[src/design/sset_pkg.sv]
// Shared types and constants of the sparse-set entity store.
package sset_pkg;

	localparam int ENTITY_SLOTS = 1024;
	localparam int DENSE_SLOTS  = 1024;
	localparam int DATA_BITS    = 32;
	localparam int FUNC_BITS    = 3;
	localparam int ENT_IN_BITS  = 12;
	localparam int LIMIT_BITS   = 11;
	localparam int STATUS_BITS  = 2;
	localparam int ENT_BITS     = $clog2(ENTITY_SLOTS);
	localparam int SLOT_BITS    = $clog2(DENSE_SLOTS);
	localparam int COUNT_BITS   = SLOT_BITS + 1;
	localparam int QUEUE_DEPTH  = 2;

	localparam logic [FUNC_BITS-1:0] FUNC_ADD    = 3'd0;
	localparam logic [FUNC_BITS-1:0] FUNC_REMOVE = 3'd1;
	localparam logic [FUNC_BITS-1:0] FUNC_QUERY  = 3'd2;
	localparam logic [FUNC_BITS-1:0] FUNC_CLEAR  = 3'd3;
	localparam logic [FUNC_BITS-1:0] FUNC_COPY   = 3'd4;

	localparam logic [STATUS_BITS-1:0] STAT_DONE  = 2'd0;
	localparam logic [STATUS_BITS-1:0] STAT_NONE  = 2'd1;
	localparam logic [STATUS_BITS-1:0] STAT_RANGE = 2'd2;
	localparam logic [STATUS_BITS-1:0] STAT_FULL  = 2'd3;

	typedef enum logic [2:0] {
		OP_ADD,
		OP_REMOVE,
		OP_QUERY,
		OP_CLEAR,
		OP_COPY,
		OP_NONE,
		OP_RANGE
	} op_t;

	typedef struct packed {
		op_t                  op;
		logic [ENT_BITS-1:0]  ent;
		logic [ENT_BITS-1:0]  src;
		logic [DATA_BITS-1:0] data;
	} cmd_t;

	typedef struct packed {
		logic full;
		logic nonempty;
	} q_stat_t;

endpackage

[src/design/sset_intf.sv]
// Request, response and configuration channel interfaces.
interface sset_req_if;
	import sset_pkg::*;
	logic                   valid;
	logic                   ready;
	logic [FUNC_BITS-1:0]   func;
	logic [ENT_IN_BITS-1:0] entity;
	logic [ENT_IN_BITS-1:0] source_entity;
	logic                   has_data;
	logic [DATA_BITS-1:0]   item_data;
	modport source (output valid, func, entity, source_entity, has_data, item_data,
		input ready);
	modport sink (input valid, func, entity, source_entity, has_data, item_data,
		output ready);
endinterface


interface sset_cfg_if;
	import sset_pkg::*;
	logic                  valid;
	logic                  ready;
	logic [LIMIT_BITS-1:0] data;
	modport source (output valid, data, input ready);
	modport sink (input valid, data, output ready);
endinterface

[src/design/sset_front.sv]
// Front end: limit register, range check and request classification.
module sset_front (
	input  logic             clk,
	input  logic             arst_n,
	sset_cfg_if.sink         cfg,
	sset_req_if.sink         req,
	input  sset_pkg::q_stat_t qstat,
	output logic             push,
	output sset_pkg::cmd_t   cmd
);
	import sset_pkg::*;

	logic [LIMIT_BITS-1:0] limit_q;
	logic [LIMIT_BITS-1:0] lim_eff;
	logic                  ent_ok;
	logic                  src_ok;
	op_t                   op;

	always_ff @(posedge clk or negedge arst_n) begin
		if (!arst_n) begin
			limit_q <= LIMIT_BITS'(ENTITY_SLOTS);
		end else if (cfg.valid && cfg.ready) begin
			limit_q <= cfg.data;
		end
	end

	assign cfg.ready = 1'b1;

	// Clamp the limit to the sparse map size
	assign lim_eff = (limit_q > LIMIT_BITS'(ENTITY_SLOTS)) ? LIMIT_BITS'(ENTITY_SLOTS) : limit_q;
	assign ent_ok  = req.entity < ENT_IN_BITS'(lim_eff);
	assign src_ok  = req.source_entity < ENT_IN_BITS'(lim_eff);

	always_comb begin
		unique case (req.func)
			FUNC_ADD:    op = OP_ADD;
			FUNC_REMOVE: op = OP_REMOVE;
			FUNC_QUERY:  op = OP_QUERY;
			FUNC_CLEAR:  op = OP_CLEAR;
			FUNC_COPY:   op = OP_COPY;
			default:     op = OP_NONE;
		endcase
		if (!ent_ok || (op == OP_COPY && !src_ok)) begin
			op = OP_RANGE;
		end
	end

	assign req.ready = !qstat.full;
	assign push      = req.valid && req.ready;
	assign cmd.op    = op;
	assign cmd.ent   = req.entity[ENT_BITS-1:0];
	assign cmd.src   = req.source_entity[ENT_BITS-1:0];
	assign cmd.data  = req.has_data ? req.item_data : '0;

endmodule

[src/flat_wrapper.sv]
// flat-port wrapper written by rule: the top's interface ports become plain ports
module sset_front_flat import sset_pkg::*;
  (clk, arst_n, qstat, push, cmd, cfg_valid, cfg_data, cfg_ready, req_valid, req_func, req_entity, req_source_entity, req_has_data, req_item_data, req_ready);
  sset_cfg_if cfg_i ();
  sset_req_if req_i ();
  input  logic clk;
  input  logic arst_n;
  input  sset_pkg::q_stat_t qstat;
  output logic push;
  output sset_pkg::cmd_t cmd;
  input wire logic [$bits(cfg_i.valid)-1:0] cfg_valid;
  input wire logic [$bits(cfg_i.data)-1:0] cfg_data;
  output wire logic [$bits(cfg_i.ready)-1:0] cfg_ready;
  input wire logic [$bits(req_i.valid)-1:0] req_valid;
  input wire logic [$bits(req_i.func)-1:0] req_func;
  input wire logic [$bits(req_i.entity)-1:0] req_entity;
  input wire logic [$bits(req_i.source_entity)-1:0] req_source_entity;
  input wire logic [$bits(req_i.has_data)-1:0] req_has_data;
  input wire logic [$bits(req_i.item_data)-1:0] req_item_data;
  output wire logic [$bits(req_i.ready)-1:0] req_ready;
  assign cfg_i.valid = cfg_valid;
  assign cfg_i.data = cfg_data;
  assign cfg_ready = cfg_i.ready;
  assign req_i.valid = req_valid;
  assign req_i.func = req_func;
  assign req_i.entity = req_entity;
  assign req_i.source_entity = req_source_entity;
  assign req_i.has_data = req_has_data;
  assign req_i.item_data = req_item_data;
  assign req_ready = req_i.ready;
  sset_front u_core (.clk(clk), .arst_n(arst_n), .cfg(cfg_i), .req(req_i), .qstat(qstat), .push(push), .cmd(cmd));
endmodule
[config.mk]
export PLATFORM = sky130hd
export DESIGN_NAME = sset_front_flat
export DESIGN_NICKNAME = d
export VERILOG_FILES = /design/src/design/sset_pkg.sv /design/src/design/sset_intf.sv /design/src/design/sset_front.sv /design/src/flat_wrapper.sv
export SDC_FILE = /design/constraint.sdc
export NUM_CORES = 1
export LEC_CHECK = 0
export BUFFER_PORTS_ARGS = -buffer_cell sky130_fd_sc_hd__clkbuf_2
export CORE_ASPECT_RATIO = 0.5
export CORE_UTILIZATION = 36
export CTS_CLUSTER_SIZE = 14
export DETAILED_ROUTE_END_ITERATION = 7
export PLACE_DENSITY_LB_ADDON = 0.3
export SYNTH_ARGS = -nofsm -noshare
export SYNTH_HDL_FRONTEND = slang
export SYNTH_SLANG_ARGS = --single-unit
[constraint.sdc]
create_clock -name clk -period 3.3 [get_ports clk]
set_input_delay 0.66 -clock clk [delete_from_list [all_inputs] [get_ports clk]]
set_output_delay 0.66 -clock clk [all_outputs]
set_load 0.01 [all_outputs]
After elaboration in Yosys (flattened, before gate mapping). Cells that the tools add are included.

Bits in registers: 11. Input bits: 77. Output and inout port bits: 58. Logic and storage cells: 20.

Magnitude comparators: 3. Equal/unequal tests: 5. Multiplexer cells: 4. Reduce and logical (&&, ||, !) cells: 7.

Operators with widths (number): $mux W32 (1); $lt A12 B11 Y1 (2); $pmux W3 S5 (1); $gt A11 B11 Y1 const B (1); $mux W11 (1); $eq A3 B2 Y1 const B (2); $eq A3 B3 Y1 const B (2); $eq A3 B1 Y1 const B (1); $logic_not A1 Y1 (3); $logic_not A3 Y1 (1); $mux W3 (1); $logic_and A1 B1 Y1 (2); $logic_or A1 B1 Y1 (1).

Longest topological paths before layout.
Depth in word-level cells: 7. Gate-level depth with buffers: 9. Gate-level depth less buffers: 8.

Worst setup path after synthesis. Ideal clock, no wire load.

Kind: reg-to-output. Start: reg u_core.limit_q[10]. End: out cmd[53] (netlist bit). Data arrival time: 2.094 ns. Slack: 0.546 ns. Stages on the path, launching flop included: 9. Buffers on the path: 1. Cells stage by stage: dfstp_2 > inv_1 > clkbuf_1 > nand2_1 > ha_1 > a21o_1 > a2111oi_4 > o21ai_1 > or3_1.

RTL lines: from (decl) (RTL line sset_front.sv:13) `logic [LIMIT_BITS-1:0] limit_q;`; from (signal assigned) (RTL line sset_front.sv:21) `limit_q <= LIMIT_BITS'(ENTITY_SLOTS);`; from (signal assigned) (RTL line sset_front.sv:23) `limit_q <= cfg.data;`; to (decl) (RTL line flat_wrapper.sv:10) `output sset_pkg::cmd_t cmd;`.

==> metrics.txt <==
outcome finished clean; CP Max Fanout 9; Max Root-Sink Buffers 2; fin util between 50% and 60%; GP Congestion 0.730; Reg clk slew, reported paths around 40 ps; Die W 87.8 microns; CP startpoint kind register; Core Box Area ~3500 sq um; post-route cell area about 1900 sq um; Max IR drop VDD a little under 0.0002 V; CP Data Required Time 2640 ps; initial antenna violation count 0; Critical Path, Cell by Cell clkinvlp_4 -> nand2_1 -> ha_1 -> nand3_1 -> nor2_1 -> a2111oi_4 -> o21ai_2 -> or3_1 -> clkbuf_2; ANT nets after route 0; synth warn 0; Placed Cells between 300 and 400; Post-CTS Hold Fix Bufs 0; Mapped Cells ~150; worst skew pair latency about 230 ps; Die ar. slightly below 4000 sq um; RSZ-0062 raised after global routing no; Post-Syn Area around 1300 sq um; largest net degree at the start of global routing 33; Post-Route WL approximately 3500 microns; r2r endpoint u_core.limit_q[10]; Final #Nets 363; grt ovf 0; reg2reg start u_core.limit_q[10]; final setup margin approximately 110 ps; Seq/Total Area, Yosys 20.8%; Synth Register Bits 11; initial core utilization about two fifths; Mean Syn Cell Area approximately 8.7 sq um; num rows 15; fin crit share between 90% and 100%; CTS tree built; Largest regs u_core.limit_q: 11 flops; Post-Layout Cell Count 316; first-pass GRT wire length 5370 microns; I/O pins ~140; GRT Total Usage ~18%; vias in the first global route ~1,200; drt first pass iters 3; area grow syn2layout 47.0%; input/output buffers roughly 130; H-tree depth 1; Largest register FFs 11; internal reg-to-reg setup slack roughly 2200 ps; Pwr Total 0.532 mW; Yosys cell types 30; Max-Cap Viols 0; die height 44.9 microns; slowest cell delay on critical path between 500 and 600 ps; Leakage roughly 1.1 nW; Root Buffer clkbuf_8; number of CTS-inserted buffers 3; total number of vias approximately 1,400; Worst Reg-to-Reg Cells 3; Post-DP Area about 1900 sq um; min Tclk post-route 3190 ps; hold_ws 287 ps; final setup vio count 0; Reg with most FFs u_core.limit_q; critical path class reg2out; dpl hpwl 3240 microns; setup skew after layout 0 ps; post-DR wirelength/cell 11.1 microns; fin. max-slew vios 0; Min-Delay Path Class in2async; dpl ws between 300 and 400 ps; Post-Syn Nets around 250; maximum clock frequency 313 MHz; Crit-path slowest cell dfstp_2; crit path DAT between 2000 and 3000 ps; Setup crit end kind output port; antenna cells 0; CTS Sinks 11; Final Hold Fails 0; Starting DRT DRC Count 21; pwr/cell area 273 nW/um^2; share of post-route cells with drive strength above 1 around 59%; final setup TNS 0 ps; DRC violations left 0; vias per cell 4.42
synth_stat cells:
master,number,share of area (%)
a21oi_1,6,2.3
nor2b_1,1,0.47
clkbuf_1,4,1.1
nand3_1,3,1.1
inv_1,3,0.85
o211ai_1,2,1.1
nand2_1,11,3.1
dfstp_2,1,2.0
mux2_2,10,8.5
o2111ai_1,1,0.66
ha_1,20,19
or3_1,1,0.47
or2_2,1,0.47
a211oi_2,1,0.94
nand4b_1,1,0.66
nor2_1,6,1.7
conb_1,1,0.28
o21ai_0,5,1.9
nand4_1,2,0.94
o21ai_1,2,0.75
or3b_2,1,0.66
buf_1,1,0.28
dfrtp_1,10,19
a211oi_1,1,0.57
a2111oi_4,1,2.1
a2111oi_0,1,0.66
and2_1,32,15
buf_4,21,12
a21o_1,1,0.57
nor4b_2,1,1.1
worst max-delay path by stage:
stage / start / endpoint / slack, ps
after global routing: u_core.limit_q[10] / cmd[53] / 10
after floorplan: u_core.limit_q[10] / cmd[53] / 550
final: u_core.limit_q[10] / cmd[53] / 110
after global placement: u_core.limit_q[10] / cmd[53] / 350
after CTS: u_core.limit_q[10] / cmd[53] / 40
after detailed placement: u_core.limit_q[10] / cmd[53] / 310
kinds of logic (layout without fill, tap and decap cells):
kind of cell	after synthesis	in the layout	synth area share (%)
and+or+nand+nor	60	60	25.8
buffers and inverters	29	142	14.2
AOI/OAI and AO/OA	21	21	11.5
adders and majority gates	20	20	18.9
DFF	11	11	20.8
muxes	10	10	8.49
other	1	1	0.283
cell usage in the layout (no fill, tap or decap), types with 3 or more instances in the layout:
cell type / count
clkbuf_2: 132
nand2_1: 11
nor2_1: 6
clkbuf_8: 3
o21ai_0: 5
a21oi_1: 6
ha_1: 20
dfrtp_1: 10
nand3_1: 3
and2_1: 32
buf_4: 3
mux2_2: 10
worst max-delay path: cells and delay by family (launching register included):
family                     cells  cell delay [ps]
AOI/OAI and AO/OA              2              490
DFF                            1              550
and+or+nand+nor                4              660
buffers and inverters          2              300
adders and majority gates      1              290
where the power goes:
part	internal (mW)	switching [mW]
Clock	0.0842	0.0442
Combinational	0.124	0.120
Sequential	0.150	0.00916
Total	0.358	0.174
routing by layer:
metal  part of all wire [%]  global-route usage [%]  routed length (microns)
met5                      0                       0                        0
met4                   0.82                    4.92                       29
met3                    7.1                    4.39                      250
met2                     52                    34.1                     1830
met1                     40                    20.4                     1410
timing repair:
action                                 CTS  global route
gates resized for setup                  0             2
setup endpoints to repair                0             2
endpoints found under the hold margin    0             0
setup buffers                            0             3
cell type report:
class	count	area, sq um
timing repair buffer	135	683
sequential	11	277
tap	51	63.8
multi-input combinational	112	866
fill	334	1520
inverter	3	15.0
clock buffer	4	45.0
Note: power is estimated with default switching activity, not from simulation.
