## src/design/sset_pkg.sv

```systemverilog
// Shared types and constants of the sparse-set entity store.
package sset_pkg;

	localparam int ENTITY_SLOTS = 1024;
	localparam int DENSE_SLOTS  = 1024;
	localparam int DATA_BITS    = 32;
	localparam int FUNC_BITS    = 3;
	localparam int ENT_IN_BITS  = 12;
	localparam int LIMIT_BITS   = 11;
	localparam int STATUS_BITS  = 2;
	localparam int ENT_BITS     = $clog2(ENTITY_SLOTS);
	localparam int SLOT_BITS    = $clog2(DENSE_SLOTS);
	localparam int COUNT_BITS   = SLOT_BITS + 1;
	localparam int QUEUE_DEPTH  = 2;

	localparam logic [FUNC_BITS-1:0] FUNC_ADD    = 3'd0;
	localparam logic [FUNC_BITS-1:0] FUNC_REMOVE = 3'd1;
	localparam logic [FUNC_BITS-1:0] FUNC_QUERY  = 3'd2;
	localparam logic [FUNC_BITS-1:0] FUNC_CLEAR  = 3'd3;
	localparam logic [FUNC_BITS-1:0] FUNC_COPY   = 3'd4;

	localparam logic [STATUS_BITS-1:0] STAT_DONE  = 2'd0;
	localparam logic [STATUS_BITS-1:0] STAT_NONE  = 2'd1;
	localparam logic [STATUS_BITS-1:0] STAT_RANGE = 2'd2;
	localparam logic [STATUS_BITS-1:0] STAT_FULL  = 2'd3;

	typedef enum logic [2:0] {
		OP_ADD,
		OP_REMOVE,
		OP_QUERY,
		OP_CLEAR,
		OP_COPY,
		OP_NONE,
		OP_RANGE
	} op_t;

	typedef struct packed {
		op_t                  op;
		logic [ENT_BITS-1:0]  ent;
		logic [ENT_BITS-1:0]  src;
		logic [DATA_BITS-1:0] data;
	} cmd_t;

	typedef struct packed {
		logic full;
		logic nonempty;
	} q_stat_t;

endpackage

```

## src/design/sset_queue.sv

```systemverilog
// Short command queue between the front and back ends.
module sset_queue (
	input  logic              clk,
	input  logic              arst_n,
	input  logic              push,
	input  sset_pkg::cmd_t    push_cmd,
	input  logic              pop,
	output sset_pkg::cmd_t    head,
	output sset_pkg::q_stat_t stat
);
	import sset_pkg::*;

	localparam int PTR_BITS = (QUEUE_DEPTH > 1) ? $clog2(QUEUE_DEPTH) : 1;
	localparam int CNT_BITS = $clog2(QUEUE_DEPTH + 1);

	cmd_t                entries_q [QUEUE_DEPTH];
	logic [PTR_BITS-1:0] wr_ptr_q;
	logic [PTR_BITS-1:0] rd_ptr_q;
	logic [CNT_BITS-1:0] count_q;

	always_ff @(posedge clk or negedge arst_n) begin
		if (!arst_n) begin
			wr_ptr_q <= '0;
			rd_ptr_q <= '0;
			count_q  <= '0;
		end else begin
			if (push) begin
				wr_ptr_q <= (wr_ptr_q == PTR_BITS'(QUEUE_DEPTH - 1)) ? '0
					: wr_ptr_q + PTR_BITS'(1);
			end
			if (pop) begin
				rd_ptr_q <= (rd_ptr_q == PTR_BITS'(QUEUE_DEPTH - 1)) ? '0
					: rd_ptr_q + PTR_BITS'(1);
			end
			if (push && !pop) begin
				count_q <= count_q + CNT_BITS'(1);
			end else if (pop && !push) begin
				count_q <= count_q - CNT_BITS'(1);
			end
		end
	end

	always_ff @(posedge clk) begin
		if (push) begin
			entries_q[wr_ptr_q] <= push_cmd;
		end
	end

	assign head          = entries_q[rd_ptr_q];
	assign stat.full     = count_q == CNT_BITS'(QUEUE_DEPTH);
	assign stat.nonempty = count_q != '0;

endmodule

```

## config.mk

```make
export PLATFORM = sky130hd
export DESIGN_NAME = sset_queue
export DESIGN_NICKNAME = d
export VERILOG_FILES = /design/src/design/sset_pkg.sv /design/src/design/sset_queue.sv
export SDC_FILE = /design/constraint.sdc
export NUM_CORES = 1
export LEC_CHECK = 0
export ABC_AREA = 1
export BUFFER_PORTS_ARGS = -buffer_cell sky130_fd_sc_hd__buf_2
export CAP_MARGIN = 20
export CORE_ASPECT_RATIO = 0.8
export CORE_MARGIN = 2
export CORE_UTILIZATION = 55
export DETAILED_ROUTE_END_ITERATION = 10
export PLACE_DENSITY = 0.84
export REMOVE_ABC_BUFFERS = 1
export SETUP_SLACK_MARGIN = 0.05
export SLEW_MARGIN = 10
export SYNTH_ARGS = -nofsm -noshare
export SYNTH_HDL_FRONTEND = slang
export SYNTH_SLANG_ARGS = --single-unit
```

## constraint.sdc

```tcl
create_clock -name clk -period 4.8 [get_ports clk]
set_input_delay 0.96 -clock clk [delete_from_list [all_inputs] [get_ports clk]]
set_output_delay 0.96 -clock clk [all_outputs]
set_load 0.005 [all_outputs]
```

# Yosys cells after proc, flatten, opt, wreduce, memory -nomap -nowiden
# Memories as Yosys holds them, arrays and structs flattened.
# Index checks and enable logic that the tools add are counted.
[word_totals]
word_cells = 21
inputBits = 59
mem_bits_rw = 110
memories = 1
regBits = 4
[memory_table]
columns = ["memory", "words", "word_bits", "rd", "rd_ports_with_merged_regs", "wr", "line_no", "rtl"]
rows = [
  ["entries_q", 2, 55, 1, 0, 1, "sset_queue.sv:16", "cmd_t entries_q [QUEUE_DEPTH];"],
]
[classes]
mux = 6
eq_ne = 1
add_sub_neg = 4
reduce_logical = 6
[op_table]
columns = ["op", "count"]
rows = [
  ["$mux W1", 4],
  ["$mux W2", 2],
  ["$reduce_bool A2 Y1", 2],
  ["$add A1 B1 Y1 const B", 2],
  ["$add A2 B1 Y2 const B", 1],
  ["$eq A2 B2 Y1 const B", 1],
  ["$logic_and A1 B1 Y1", 2],
  ["$logic_not A1 Y1", 2],
  ["$sub A2 B1 Y2 const B", 1],
]

# Logic depth before layout (Yosys ltp)
# Gate-level depths: netlist (run 1).
[depth]
word_depth = 4
ltp_mapped = 7

# Worst setup path after synthesis (run 1)
# OpenSTA, ideal clock, no wires.
[synth_timing]
path_kind = "input to register"
start = "input push"
end = "memory entries_q[0][0] (netlist name) (enable)"
arrival_ns = 3.309
setup_ns = 0.469
stages = 2
path_slack_ns = 1.022
t_required_ns = 4.331
n_path_buf = 0
cell_sequence = "inv_1 > nor2_1"
[synth_via]
elab_chain_cells = 2
[synth_rtl]
columns = ["element", "line_no", "rtl"]
rows = [
  ["start, declared", "sset_queue.sv:5", "input logic push,"],
  ["$mux W1", "sset_queue.sv:44", "if (push) begin"],
  ["$mux W1 (not written as such)", "sset_queue.sv:45", "entries_q[wr_ptr_q] <= push_cmd;"],
  ["end, declared", "sset_queue.sv:16", ""],
]
# No other way between the ends.

==> results of run 1 <==
-- registers in the layout, indices dropped and copies added (netlist names) --
signal / count
rd_ptr_q: 1
wr_ptr_q: 1
count_q: 2
entries_q: 110
-- synth_stat cells --
master,instances
buf_2,1
buf_6,5
dfrtp_1,4
edfxtp_1,110
ha_1,1
inv_1,7
mux2_2,15
mux2_4,40
nand2_1,6
nand3_1,1
nand4_1,1
nor2_1,2
xnor2_1,1
xor2_1,2
-- cell type report --
type | instances | area [um^2]
repair buffers | 117 | 591
flip-flops and latches | 114 | 3410
well taps | 105 | 131
inverters | 7 | 26.3
clock inverters | 11 | 151
clock buffers | 21 | 459
fillers | 475 | 1910
multi-input cells | 69 | 857
-- cell families after synthesis --
logic type / after synthesis / share of synthesized area
fa+ha+maj: 1 / 0.00288
buf+inv: 13 / 0.0202
simple gates: 10 / 0.00951
flops: 114 / 0.784
mux: 55 / 0.177
xor+xnor: 3 / 0.00605
-- stage by stage --
| step | cells | setup slack, ns | instance area [um^2] | hold WS [ns] | power (mW) |
|---|---|---|---|---|---|
| 6_report | 444 | 1.72 | 5620 | 0.268 | 3.51 |
| 5_1_grt | 444 | 1.60 | 5620 | 0.233 | 3.67 |
| 4_1_cts | 444 | 1.67 | 5620 | 0.240 | 3.56 |
| 3_5_place_dp | 412 | 2.20 | 5010 | 0.489 | 2.29 |
| 3_3_place_gp | 412 | 2.22 | 5010 | 0.453 | 2.26 |
| 2_1_floorplan | 190 | 1.02 | 4280 | 0.442 | 1.99 |
-- path summary, 6_finish.rpt --
| path | from | to | slack [ns] | depth (start not counted) |
|---|---|---|---|---|
| worst max-delay path | rd_ptr_q$_DFFE_PN0P_ | head[35] | 1.72 | 2 |
| max in group asynchronous | arst_n | rd_ptr_q$_DFFE_PN0P_ | 4.39 | 1 |
| worst min register to register | count_q[1]$_DFFE_PN0P_ | count_q[1]$_DFFE_PN0P_ | 0.51 | 2 |
| worst min-delay path | arst_n | wr_ptr_q$_DFFE_PN0P_ | 0.27 | 1 |
| worst max register to register | wr_ptr_q$_DFFE_PN0P_ | entries_q[0][30]$_DFFE_PP_ | 2.91 | 2 |
| min in group clk | count_q[1]$_DFFE_PN0P_ | count_q[1]$_DFFE_PN0P_ | 0.51 | 2 |
-- per-layer routing --
metal  wire [um]  vias to the layer above  global-route usage
li1            -                     1028                   -
met4          48                        0              0.0574
met3         548                        6              0.0846
met5           0                        -                   0
met2        3630                       86               0.273
met1        2920                     1092               0.201
-- power by group --
group | total, mW | internal (mW) | switching [mW]
registers | 1.50 | 1.33 | 0.173
clock network | 1.25 | 0.834 | 0.415
logic | 0.761 | 0.474 | 0.287
total | 3.51 | 2.63 | 0.875
==> summary.md, run 1 <==
| Metric | Value |
|---|---|
| Util after Layout | `0.747` |
| Ant. Diodes | `0` |
| Leak | `2.29 nW` |
| Die ar. | `0.00862 mm^2` |
| Clk_lat worst skew | `0.49 ns` |
| Slowest stage delay, CP | `1.06 ns` |
| Worst Hold Class | `input port to asynchronous set/reset pin` |
| Slowest-stage cell, CP | `dfrtp_4` |
| Largest net degree at the start of global routing | `57` |
| RSZ-0062 raised after global routing | `false` |
| CTS Hold Bufs | `0` |
| Commonest non-fill, non-tap cell in the layout | `buf_2` |
| Final Hold Vio Count | `0` |
| Total gr overflow | `0` |
| Startpoint Class | `register` |
| Port Buffers | `115` |
| Wire length of the first global-routing pass | `10,800 um` |
| Gate Count Post-Synth | `196` |
| Chip height | `83.5 um` |
| Final setup fails | `0` |
| Max-cap viol count | `0` |
| Critical path class | `register to primary output` |
| CTS root buf | `clkbuf_8` |
| Status | `finished clean` |
| Slew @ Worst Pin | `0.967 ns` |
| Crit-path cells | `mux2_2, buf_2` |
| Routed WL | `7150 um` |
| Vias | `2,212` |
| Global-route usage over all layers | `0.171` |
| Max Fclk | `325 MHz` |
| Layout Area Growth over Synthesis | `29.5%` |
| GPL Wtd Cong | `0.711` |
| Period utilisation layout | `0.641` |
| TritonCTS Buffers | `17` |
| Yosys top cell area share | `0.761` |
| Initial antenna violation count | `0` |
| Number of routed nets with antenna violations | `0` |
| Vias in the first global route | `2,266` |
| Post-DR wirelength/cell | `16.1 um` |
| Layout cell share with drive strength beyond 1 | `0.608` |
| Max_slew headroom | `0.355` |
| Row count | `28` |
| Via density | `4.98` |
| FF+latch count, synth | `114` |
| Max VDD drop | `0.478 mV` |
| WP data arrival | `2.12 ns` |
| Minimum clock period | `3.08 ns` |
| Boundary Pins | `116` |
| Synth area leaders | `edfxtp_1 76%, mux2_4 14%, mux2_2 3.9%, dfrtp_1 2.3%, buf_6 1.3%` |
| Seq/Total Area, Yosys | `0.784` |
| Synth warn | `0` |
| Syn avg cell area | `22.1 um^2` |
| CTS sink cnt | `114` |
| Synth area leader | `edfxtp_1` |
| H-tree depth | `4` |
| Clock tree buffer depth | `2` |
| Initial DRC count | `144` |
| CTS tree | `done` |
| Post-route DRC violation count | `0` |
| # Post-CTS Setup Buffers | `0` |
| Core ar. | `0.00753 mm^2` |
| CP max FO | `56` |
| Initial Utilization | `0.576` |
| Post-synthesis cell area | `0.00434 mm^2` |
| CTS clk-pin slew, worst paths | `0.05 ns` |
| CP Buf/Inv Count | `1` |
| Nets | `386` |
| Crit path max-delay family | `flip-flops` |
| Crit. End Element | `primary output` |
| Distinct cell type count after synthesis | `14` |
| Worst Path Required | `3.84 ns` |
| Setup TNS | `0 ns` |
| P per Cell Area | `624 mW/mm^2` |
| Commonest cells after routing, fill and taps aside | `115 x buf_2, 110 x edfxtp_1, 40 x mux2_4` |
| Pre-Repair DR Iteration Count | `4` |
| Die width | `103 um` |
| HPWL after detailed placement | `4510 um` |
| Clk_skew | `0.00488 ns` |
| Post-CTS sizing | `0` |
| Max-slew violations | `0` |
Power figures use the tool's default switching activity.
==> inputs of run 2 (changes only) <==
--- a/config.mk
+++ b/config.mk
@@ -10,9 +10,9 @@
 export CAP_MARGIN = 20
 export CORE_ASPECT_RATIO = 0.8
 export CORE_MARGIN = 2
-export CORE_UTILIZATION = 55
+export CORE_UTILIZATION = 47
 export DETAILED_ROUTE_END_ITERATION = 10
-export PLACE_DENSITY = 0.84
+export PLACE_DENSITY = 0.76
 export REMOVE_ABC_BUFFERS = 1
 export SETUP_SLACK_MARGIN = 0.05
 export SLEW_MARGIN = 10
==> constraint.sdc (replaced) <==
create_clock -name clk -period 2.74 [get_ports clk]
set_input_delay 0.548 -clock clk [delete_from_list [all_inputs] [get_ports clk]]
set_output_delay 0.548 -clock clk [all_outputs]
set_load 0.005 [all_outputs]
==> summary.md, run 2 (synthesis gave the netlist of run 1 again) <==
| Metric | Value |
|---|---|
| Ant. Diodes | `0 (unchanged)` |
| Final Hold Vio Count | `0 (unchanged)` |
| Crit. End Element | `primary output (unchanged)` |
| RSZ-0062 raised after global routing | `false (unchanged)` |
| Largest net degree at the start of global routing | `56 (was 57)` |
| Nets | `391 (was 386)` |
| Post-route DRC violation count | `0 (unchanged)` |
| Non-filler cells, final | `459 (was 444)` |
| Wire length of the first global-routing pass | `11,200 um (was 10,800 um)` |
| Layout Area Growth over Synthesis | `30.4% (was 29.5%)` |
| Leak | `2.30 nW (was 2.29 nW)` |
| Worst hold margin | `0.345 ns (was 0.268 ns)` |
| CTS clk-pin slew, worst paths | `0.05 ns (about the same)` |
| Die width | `111 um (was 103 um)` |
| Max VDD drop | `0.479 mV (was 0.478 mV)` |
| Boundary Pins | `116 (unchanged)` |
| Clock tree buffer depth | `2 (unchanged)` |
| Max-slew violations | `0 (unchanged)` |
| Slowest stage delay, CP | `0.57 ns (was 1.06 ns)` |
| Max Fclk | `435 MHz` |
| # Post-CTS Setup Buffers | `0 (unchanged)` |
| Core ar. | `0.00900 mm^2 (was 0.00753 mm^2)` |
| GPL Wtd Cong | `0.697 (was 0.711)` |
| Final setup fails | `0 (unchanged)` |
| Vias | `2,166 (was 2,212)` |
| Critical path class | `register to primary output (unchanged)` |
| FF+latch area | `0.00341 mm^2 (unchanged)` |
| Initial Utilization | `0.482 (was 0.576)` |
| Clk_lat worst skew | `0.39 ns (was 0.49 ns)` |
| Multi-input logic area | `857 um^2 (unchanged)` |
| Max FFs per register | `110 (unchanged)` |
| CTS tree | `done (unchanged)` |
| Worst Hold Class | `input port to register (was input port to asynchronous set/reset pin)` |
| P per Cell Area | `1070 mW/mm^2 (was 624 mW/mm^2)` |
| Placed cells | `426 (was 412)` |
| Period utilisation layout | `0.839` |
| Worst Path Required | `2.19 ns (was 3.84 ns)` |
| Die ar. | `0.0100 mm^2 (was 0.00862 mm^2)` |
| Layout cell share with drive strength beyond 1 | `0.605 (was 0.608)` |
| Via density | `4.72 (was 4.98)` |
| Startpoint Class | `register (unchanged)` |
| Max_slew headroom | `0.746 (was 0.355)` |
| Global-route usage over all layers | `0.150 (was 0.171)` |
| CP max FO | `14 (was 56)` |
| Port Buffers | `115 (unchanged)` |
| Routed WL | `7230 um (was 7150 um)` |
| Top Registers | `entries_q: 110 flops, count_q: 2 flops (unchanged)` |
| Pre-Repair DR Iteration Count | `4 (unchanged)` |
| TritonCTS Buffers | `17 (unchanged)` |
| HPWL after detailed placement | `4750 um (was 4510 um)` |
| Minimum clock period | `2.30 ns` |
| Commonest non-fill, non-tap cell in the layout | `buf_2 (unchanged)` |
| Initial antenna violation count | `0 (unchanged)` |
| Slew @ Worst Pin | `0.381 ns (was 0.967 ns)` |
| Reg2reg path depth | `2 (unchanged)` |
| Top reg by flops | `entries_q (unchanged)` |
| CP Buf/Inv Count | `2 (was 1)` |
| WP data arrival | `1.75 ns (was 2.12 ns)` |
| Filler Cell Count | `664 (was 475)` |
| Chip height | `90.0 um (was 83.5 um)` |
| Crit-path cells | `buf_4, mux2_2, buf_2 (was mux2_2, buf_2)` |
| Post-CTS sizing | `0 (unchanged)` |
| Initial DRC count | `98 (was 144)` |
| Total gr overflow | `0 (unchanged)` |
| Number of routed nets with antenna violations | `0 (unchanged)` |
| Clk_skew | `0.00716 ns (was 0.00488 ns)` |
| Hold depth | `1` |
| Row count | `31 (was 28)` |
| Commonest cells after routing, fill and taps aside | `115 x buf_2, 110 x edfxtp_1, 40 x mux2_4 (unchanged)` |
| Critical Path Stages | `3 (was 2)` |
| Crit path max-delay family | `flip-flops (unchanged)` |
| Slowest-stage cell, CP | `dfrtp_4 (unchanged)` |
| Vias in the first global route | `2,318 (was 2,266)` |
| CTS sink cnt | `114 (unchanged)` |
| Post-DR wirelength/cell | `15.7 um (was 16.1 um)` |
| Final Power | `6.08 mW (was 3.51 mW)` |
| Max-cap viol count | `0 (unchanged)` |
| H-tree depth | `4 (unchanged)` |
| CTS root buf | `clkbuf_16 (was clkbuf_8)` |
| Status | `finished clean (unchanged)` |
## run 2: per-stage QoR
stage | cell area [um^2] | setup slack (ns) | utilization | TNS (ns)
finish | 5660 | 0.442 | 0.629 | 0
CTS | 5660 | 0.412 | 0.629 | 0
detailed placement | 5080 | 0.844 | 0.565 | 0
floorplan | 4280 | -0.626 | - | -40.93
global route | 5660 | 0.352 | 0.629 | 0
global placement | 5080 | 0.853 | 0.565 | 0
## run 2: repair_timing
action / in CTS / in global routing
hold endpoints to repair: 4 / 0
hold buffers: 1 / 0
endpoints found under the setup margin: 0 / 0
## run 2: area by class of cell
type / count / area share
timing repair buffer: 122 / 0.116
multi-input combinational: 69 / 0.151
tap: 115 / 0.0254
clock buffer: 19 / 0.0765
sequential: 114 / 0.602
clock inverter: 13 / 0.0243
inverter: 7 / 0.00464
## run 2: power by group
group          switching (mW)  total (mW)  internal [mW]
sequential              0.143        2.47           2.32
clock                   0.734        2.07           1.33
combinational           0.668        1.54          0.874
## run 2: final timing paths
check	startpoint	endpoint	slack, ns
worst max register to register	wr_ptr_q$_DFFE_PN0P_	entries_q[0][3]$_DFFE_PP_	1.47
worst min-delay path	push_cmd[38]	entries_q[0][38]$_DFFE_PP_	0.34
worst max-delay path	rd_ptr_q$_DFFE_PN0P_	head[54]	0.44
max in group asynchronous	arst_n	rd_ptr_q$_DFFE_PN0P_	2.10
worst min register to register	count_q[1]$_DFFE_PN0P_	count_q[1]$_DFFE_PN0P_	0.47
min in group asynchronous	arst_n	count_q[0]$_DFFE_PN0P_	0.49
## run 2: metal layers
metal  wire length, um  track usage  vias up
li1                  -            -     1033
met4                42       0.0463        0
met1              3050        0.175     1055
met5                 0            0        -
met3               506       0.0775        4
met2              3630        0.244       74
